File: src/hw/rtl/sesc_pkg.sv
// Package for the surface element store/convert unit.
// Types, element codes, controller commands and conversion functions.
// No dependencies.
package sesc_pkg;

   localparam int MaxElements = 16384;
   localparam int IdxW = $clog2(MaxElements);

   localparam logic [3:0] ET_F32 = 4'd0;
   localparam logic [3:0] ET_F64 = 4'd1;
   localparam logic [3:0] ET_F16 = 4'd2;
   localparam logic [3:0] ET_S8  = 4'd3;
   localparam logic [3:0] ET_S16 = 4'd4;
   localparam logic [3:0] ET_S32 = 4'd5;
   localparam logic [3:0] ET_U8  = 4'd6;
   localparam logic [3:0] ET_U16 = 4'd7;
   localparam logic [3:0] ET_U32 = 4'd8;

   localparam logic [2:0] CSR_ID     = 3'd0;
   localparam logic [2:0] CSR_ENABLE = 3'd1;
   localparam logic [2:0] CSR_WIDTH  = 3'd2;
   localparam logic [2:0] CSR_HEIGHT = 3'd3;
   localparam logic [2:0] CSR_TYPE   = 3'd4;

   localparam logic OP_READ  = 1'b0;
   localparam logic OP_WRITE = 1'b1;

   typedef struct packed {
      logic        opcode;
      logic [15:0] surface_select;
      logic signed [15:0] coord_x;
      logic signed [15:0] coord_y;
      logic [31:0] write_value;
   } req_type;

   typedef struct packed {
      logic        status;
      logic [31:0] read_value;
   } rsp_type;

   // controller -> datapath
   typedef struct packed {
      logic load;     // capture request
      logic check;    // index product done: evaluate and access memory
      logic convert;  // memory data valid: build result
   } cmd_type;

   // datapath -> controller
   typedef struct packed {
      logic is_read;
   } sts_type;

   // position of leading one in a 32-bit value (value nonzero)
   function automatic logic [4:0] lead_one(input logic [31:0] v);
      logic [4:0] p;
      p = 5'd0;
      for (int i = 0; i < 32; i++) begin
         if (v[i]) p = 5'(i);
      end
      return p;
   endfunction

   function automatic logic [63:0] f32_to_f64(input logic [31:0] f);
      logic [7:0]  e;
      logic [22:0] m;
      logic [4:0]  p;
      logic [22:0] mn;
      e = f[30:23];
      m = f[22:0];
      if (e == 8'hFF) begin
         if (m != 23'd0) return {f[31], 11'h7FF, 1'b1, m[21:0], 29'd0};
         return {f[31], 11'h7FF, 52'd0};
      end
      if (e == 8'd0) begin
         if (m == 23'd0) return {f[31], 63'd0};
         p = lead_one({9'd0, m});
         mn = m << (5'd23 - p);
         return {f[31], 11'(11'd874 + 11'(p)), mn, 29'd0};
      end
      return {f[31], 11'(11'(e) + 11'd896), m, 29'd0};
   endfunction

   function automatic logic [31:0] f64_to_f32(input logic [63:0] d);
      logic [10:0] e;
      logic [51:0] m;
      logic signed [12:0] ef;
      logic [63:0] sig;
      logic [63:0] sh;
      logic [63:0] q;
      logic [63:0] rem, half;
      logic [5:0]  shift;
      e = d[62:52];
      m = d[51:0];
      if (e == 11'h7FF) begin
         if (m != 52'd0) return {d[63], 8'hFF, 1'b1, m[50:29]};
         return {d[63], 8'hFF, 23'd0};
      end
      if (e == 11'd0) return {d[63], 31'd0};
      ef = $signed({2'b00, e}) - 13'sd896;
      if (ef >= 13'sd255) return {d[63], 8'hFF, 23'd0};
      if (ef < -13'sd25) return {d[63], 31'd0};
      sig = {11'd0, 1'b1, m};
      if (ef >= 13'sd1) shift = 6'd29;
      else shift = 6'(13'sd30 - ef);
      q = sig >> shift;
      sh = 64'd1 << shift;
      rem = sig & (sh - 64'd1);
      half = sh >> 1;
      if (rem > half || (rem == half && q[0])) q = q + 64'd1;
      if (ef >= 13'sd1) return {d[63], 31'({ef[7:0] - 8'd1, 23'd0} + q[31:0])};
      return {d[63], q[30:0]};
   endfunction

   function automatic logic [15:0] f32_to_f16(input logic [31:0] f);
      logic [7:0] e;
      logic signed [9:0] eh;
      logic [10:0] mh;
      e = f[30:23];
      eh = $signed({2'b00, e}) - 10'sd112;
      if (e == 8'hFF && f[22:0] != 23'd0) return {f[31], 15'h7FFF};
      if (eh >= 10'sd31) return {f[31], 15'h7C00};
      if (eh <= 10'sd0) begin
         if (eh < -10'sd10) return {f[31], 15'd0};
         mh = {1'b1, f[22:13]} >> 4'(10'sd1 - eh);
         return {f[31], 4'd0, mh};
      end
      return {f[31], eh[4:0], f[22:13]};
   endfunction

   function automatic logic [31:0] f16_to_f32(input logic [15:0] h);
      logic [4:0] e;
      logic [9:0] m;
      logic [4:0] p;
      logic [9:0] mn;
      e = h[14:10];
      m = h[9:0];
      if (e == 5'd31) return m != 10'd0 ? {h[15], 31'h7FC00000} : {h[15], 31'h7F800000};
      if (e == 5'd0) begin
         if (m == 10'd0) return {h[15], 31'd0};
         p = lead_one({22'd0, m});
         mn = m << (5'd10 - p);
         return {h[15], 8'(8'd103 + 8'(p)), mn, 13'd0};
      end
      return {h[15], 8'(8'(e) + 8'd112), m, 13'd0};
   endfunction

   // nbits: 8,16,32
   function automatic logic [31:0] f32_to_int(input logic [31:0] f, input logic [5:0] nbits,
                                               input logic sgn);
      logic [7:0]  e;
      logic [32:0] mag, lim;
      logic [32:0] mask;
      e = f[30:23];
      mask = (33'd1 << nbits) - 33'd1;
      if (e == 8'hFF && f[22:0] != 23'd0) return 32'd0;
      if (e < 8'd127) mag = 33'd0;
      else if (e >= 8'd159) mag = 33'h1_0000_0000;
      else if (e >= 8'd150) mag = {9'd0, 1'b1, f[22:0]} << (e - 8'd150);
      else mag = {9'd0, 1'b1, f[22:0]} >> (8'd150 - e);
      if (sgn) begin
         if (f[31]) begin
            lim = 33'd1 << (nbits - 6'd1);
            if (mag > lim) mag = lim;
            return 32'((33'd0 - mag) & mask);
         end
         lim = (33'd1 << (nbits - 6'd1)) - 33'd1;
         return 32'(mag > lim ? lim : mag);
      end
      if (f[31]) return 32'd0;
      return 32'(mag > mask ? mask : mag);
   endfunction

   function automatic logic [31:0] int_to_f32(input logic [31:0] w, input logic [5:0] nbits,
                                               input logic sgn);
      logic [32:0] v, mask, sh, rem, half, q;
      logic        s;
      logic [4:0]  p;
      logic [5:0]  shift;
      mask = (33'd1 << nbits) - 33'd1;
      v = {1'b0, w} & mask;
      s = 1'b0;
      if (sgn && v[nbits - 6'd1]) begin
         s = 1'b1;
         v = ((33'd1 << nbits) - v) & mask;
         if (v == 33'd0) v = 33'd1 << nbits;
      end
      if (v == 33'd0) return 32'd0;
      if (v[32]) return {s, 8'd159, 23'd0};
      p = lead_one(v[31:0]);
      if (p <= 5'd23) return {s, 8'(8'd127 + 8'(p)), 23'(v << (5'd23 - p))};
      shift = 6'(p) - 6'd23;
      q = v >> shift;
      sh = 33'd1 << shift;
      rem = v & (sh - 33'd1);
      half = sh >> 1;
      if (rem > half || (rem == half && q[0])) q = q + 33'd1;
      return {s, 31'({8'(8'd126 + 8'(p)), 23'd0} + q[30:0])};
   endfunction

endpackage

File: src/hw/rtl/sesc_ctrl.sv
// Controller for the surface element store/convert unit.
// Sequences capture, index check/memory access, conversion, response hold.
// Depends on sesc_pkg.
module sesc_ctrl (
   input  logic             clock,
   input  logic             reset,
   input  logic             req_valid,
   output logic             req_stall,
   output logic             rsp_valid,
   input  logic             rsp_stall,
   output sesc_pkg::cmd_type cmd,
   input  sesc_pkg::sts_type sts
);
   import sesc_pkg::*;

   localparam logic [2:0] S_IDLE  = 3'd0;
   localparam logic [2:0] S_MUL   = 3'd1;
   localparam logic [2:0] S_CHECK = 3'd2;
   localparam logic [2:0] S_CONV  = 3'd3;
   localparam logic [2:0] S_RESP  = 3'd4;

   logic [2:0] state_ff, state_in;

   always_comb begin
      state_in = state_ff;
      cmd = '0;
      case (state_ff)
         S_IDLE: begin
            if (req_valid) begin
               cmd.load = 1'b1;
               state_in = S_MUL;
            end
         end
         S_MUL: state_in = S_CHECK;
         S_CHECK: begin
            cmd.check = 1'b1;
            state_in = S_CONV;
         end
         S_CONV: begin
            cmd.convert = 1'b1;
            state_in = S_RESP;
         end
         S_RESP: begin
            if (!rsp_stall) state_in = S_IDLE;
         end
         default: state_in = S_IDLE;
      endcase
   end

   assign req_stall = (state_ff != S_IDLE);
   assign rsp_valid = (state_ff == S_RESP);

   always_ff @(posedge clock) begin
      if (reset) state_ff <= S_IDLE;
      else state_ff <= state_in;
   end

   // reads and writes share one sequence; status kept for symmetry of checks
   logic unused_ok;
   assign unused_ok = sts.is_read;
endmodule

File: config.mk
export PLATFORM = sky130hd
export DESIGN_NAME = sesc_ctrl
export DESIGN_NICKNAME = d
export VERILOG_FILES = /design/src/hw/rtl/sesc_pkg.sv /design/src/hw/rtl/sesc_ctrl.sv
export SDC_FILE = /design/constraint.sdc
export NUM_CORES = 1
export LEC_CHECK = 0
export BUFFER_PORTS_ARGS = -buffer_cell sky130_fd_sc_hd__buf_2
export CORE_AREA = 2 2 39 41
export DETAILED_ROUTE_END_ITERATION = 7
export DIE_AREA = 0 0 41 43
export RECOVER_POWER = 100
export SYNTH_ARGS = -nofsm -noshare
export SYNTH_HDL_FRONTEND = slang
export SYNTH_SLANG_ARGS = --single-unit
File: constraint.sdc
create_clock -name clock -period 1.15 [get_ports clock]
set_input_delay 0.115 -clock clock [delete_from_list [all_inputs] [get_ports clock]]
set_output_delay 0.115 -clock clock [all_outputs]
set_load 0.05 [all_outputs]
== Word level (Yosys, flattened, before mapping) ==
Index checks and enable logic that the tools add are counted.

* Register bits after elaboration: 3
* Input port bits: 5

* Equality and inequality tests: 6
* Muxes and demuxes: 7
* Reductions and logical operators: 3

{| class="wikitable"
|+ Operators by type and width
! cell !! number
|-
| 3-bit case mux with 5 select lines || 1
|-
| 3-bit by 2-bit equality test with 1-bit output, second input constant || 2
|-
| 3-bit two-way mux || 2
|-
| 1-bit two-way mux || 4
|-
| 2-bit inequality test, second input constant || 2
|-
| 3-bit by 1-bit equality test with 1-bit output, second input constant || 1
|-
| 3-bit equality test, second input constant || 1
|-
| 3-bit logical NOT || 1
|-
| 3-bit nonzero test || 1
|-
| 2-bit AND reduction || 1
|}

== Logic depth before layout (Yosys ltp) ==
* Depth after elaboration: 3
* Mapped depth: 2

== Worst setup path after synthesis ==
Ideal clock, no wire load.

* Path kind: flip-flop to flip-flop
* From: reg state_ff[2]
* To: reg state_ff[2]
* Data arrival time: 1.845 ns
* Setup slack: -0.761 ns
* Stages on the path, launching flop included: 3
* Path buffers: 0
* Clock period less this slack: 1.911 ns
* Cells stage by stage: dfxtp_1 > nor3b_1 > a22o_1

* Word-level cells in the longest chain between the ends: 3
* Elaborated cells on any way between the ends: 9
* Those cells by class: eq/ne (6); mux (1); reduce/logical (2)

{| class="wikitable"
|+ RTL lines
! what !! line !! text
|-
| start, declared || sesc_ctrl.sv:22 || <nowiki>logic [2:0] state_ff, state_in;</nowiki>
|-
| start signal, assigned || sesc_ctrl.sv:55 || <nowiki>else state_ff <= state_in;</nowiki>
|-
| 3-bit equality test * || - ||
|-
| via rsp_valid || sesc_ctrl.sv:9 || <nowiki>output logic rsp_valid,</nowiki>
|-
| 2-bit inequality test (no line) || - ||
|-
| 2-bit AND reduction (no line) || - ||
|}

Mark *: on every way through the listed nets, which the timed path passes. The rest lies on a longest branch.
A chain may end at the register's enable or synchronous reset.

==> flow_metrics.tcl <==
set metrics [dict create \
    maxCapViolCount 0 \
    synth_edf_count 0 \
    p_leak_nw 0.1599 \
    p_per_area_nw_per_um2 1445 \
    peakVddDrop_v 0.0002546 \
    drive_gt1_share_pct 70.59 \
    switching_power_uw 170.8 \
    wl_met3_um 41 \
    violations "setup timing" \
    synth_area_sq_um 147.6 \
    yosysWarnings 0 \
    final_nets 40 \
    grt_pass1_vias 170 \
    met1_length_um 148 \
    cts-root-buf "clkbuf_4" \
    cp_slowest_cell "or3_4" \
    hold_viol 0 \
    ys_top_cells_by_area "dfxtp_1 (41%), nor3b_1 (10%), or3_4 (7.6%)" \
    coreArea_sq_um 1384 \
    die_h_um 43 \
    wl_um 406 \
    clk_pin_slew_ns 0.03 \
    core.rowCount 14 \
    drc 0 \
    cp_data_required_time_ns 1.03 \
    seqCellArea_sq_um 63.81 \
    worstSetupEndpointType "output pin" \
    die-area_sq_um 1763 \
    ys_seq_area_share_pct 40.68 \
    largestRegisters "state_ff x3" \
    min_period_ns 1.288 \
    outcome "complete, but fails checks" \
    fin_area_sq_um 346.6 \
    drt_iter0_drc 2 \
    max_freq_mhz 776.3 \
    tightest_slew_ns 0.2254 \
    numCtsBuffers 3 \
    setup_violations 5 \
    pwr-share-comb_pct 39.7 \
    dr_wl_met2_um 216 \
    portBuffers 8 \
    place_area_sq_um 254.0 \
    crit_path_cell_trace "or3_4 > nor2_4 > buf_8" \
    syn_to_final_growth_pct 134.7 \
    num_vias 180 \
    clkSinkCount 3 \
    viasPerCell 3.600 \
    grtUsageTotal_pct 5.522 \
    pwr-share-clk_pct 36.0 \
    hold_buffers 0 \
    dpl.cell_count 43 \
    crit_fanout 2 \
    clkLatencyLatePin_ns 0.23 \
    synth.distinct_cells 12 \
    slowest_delay_ns 0.39 \
    yosysMostFrequentCell "dfxtp_1" \
    n_fill_cell 152 \
    finalCritPeriodShare_pct 112.0 \
    stdcell_count 50 \
    hold_class "input pin to flip-flop" \
    cts_buffer_depth 2 \
    synth_flop_cell "dfxtp_1" \
    swShare_pct 34.10 \
    grt_max_degree 6 \
    multi_input_area_sq_um 107.6 \
    yosysTopAreaCell "dfxtp_1" \
    syn-num-nets 21 \
    routabilityCongestion 0.5617 \
    hold_ws_ns 0.09974 \
    rsz0062_at_grt "yes" \
    synth_top_area_share_pct 40.68 \
    overflow 0 \
    antenna_left 0 \
    cp-start-kind "flip-flop" \
    critPathKind "flip-flop to output pin" \
    synthTopCellsByCount "dfxtp_1 (3), inv_1 (2), nor3b_1 (2)" \
    first_pass_iters 2 \
    routedWlPerCell_um 8.120 \
    grt_pass1_wl_um 545 \
    cp.arrival_ns 1.17 \
    antenna_found_initial 0 \
    synthCells 16 \
    ys_ff_latch 3 \
    timing.final.ws_setup_ns -0.1382 \
    share_seq_of_total_power_pct 24.2 \
    htree_levels 1 \
    pin_count 10 \
    pre_cts_ws_ns -0.01159 \
    skew_ns 0.0007623 \
    initial_core_util_pct 10.67 \
    largest_reg_flops 3 \
    async_flop_share_pct 0 \
    dieWidth_um 41 \
    avgSynthCellArea_sq_um 9.228 \
    rrSetupSlack_ns 0.04 \
    cts_tree "yes" \
    drv_slew 0 \
    highest_layer "met3" \
    relSlewSlack_pct 84.84 \
    tns_ns -0.3264 \
    num_antenna_cells 0 \
    top_register "state_ff" \
    p_int_uw 330.0 \
]
-- cell type report --
class                      count  share of cell area, %
clock buffer                   4                  7.581
inverter                       2                  2.166
multi-input combinational     11                  31.05
sequential                     3                  18.41
tap                           16                  5.776
timing repair buffer          14                  35.02
-- stage by stage --
| step | utilization (%) | power [mW] |
|---|---|---|
| 2_1_floorplan | - | 0.2450 |
| 3_3_place_gp | 18.35 | 0.2855 |
| 3_5_place_dp | 18.35 | 0.2872 |
| 4_1_cts | 24.23 | 0.5036 |
| 5_1_grt | 25.05 | 0.5336 |
| 6_report | 25.05 | 0.5008 |
-- cell usage in the layout, fill, tap and decap left out, types with 2 or more instances in the layout --
cell,n
buf_6,5
buf_2,4
buf_4,4
clkbuf_4,3
dfxtp_2,3
nor3b_4,2
inv_1,2
-- layer usage --
metal | GRT usage, % | vias up
li1 | - | 92
met1 | 3.537 | 80
met5 | 0 | -
met2 | 8.125 | 8
met3 | 3.141 | 0
met4 | 8.000 | 0
-- worst max-delay path: cells and delay by family (launching register included) --
| kind | cells | cell delay (ns) |
|---|---|---|
| DFF | 1 | 0.31 |
| and+or+nand+nor | 2 | 0.49 |
| buffers and inverters | 1 | 0.15 |
-- repair_timing --
action	CTS	global route
gates resized for setup	10	3
pin swaps	4	1
setup buffers	3	0
setup endpoints to repair	5	6
-- cells by family after synthesis --
kind of cell    count (synthesis)  share of synthesized area [%]
xor+xnor                        1                          5.933
buf+inv                         2                          5.087
flops                           3                          40.68
simple gates                    9                          42.37
compound gates                  1                          5.933
-- path summary, 6_finish.rpt --
path              depth (start not counted)                startpoint                       end
setup / recovery                          3  state_ff[0]$_SDFFE_PP0P_                    cmd[2]
hold / removal                            2                     reset  state_ff[1]$_SDFFE_PP0P_
setup reg to reg                          4  state_ff[0]$_SDFFE_PP0P_  state_ff[2]$_SDFFE_PP0P_
hold reg to reg                           2  state_ff[0]$_SDFFE_PP0P_  state_ff[0]$_SDFFE_PP0P_
-- power by group through the flow --
stage                     Sequential (mW)  Combinational [mW]  Clock (mW)
after floorplan                     0.132               0.113           0
after global placement              0.121               0.165           0
after detailed placement            0.121               0.166           0
after CTS                           0.120               0.189       0.194
after global routing                0.122               0.212       0.200
final                               0.121               0.199       0.180
No activity file was read; power rests on OpenSTA's default activity.
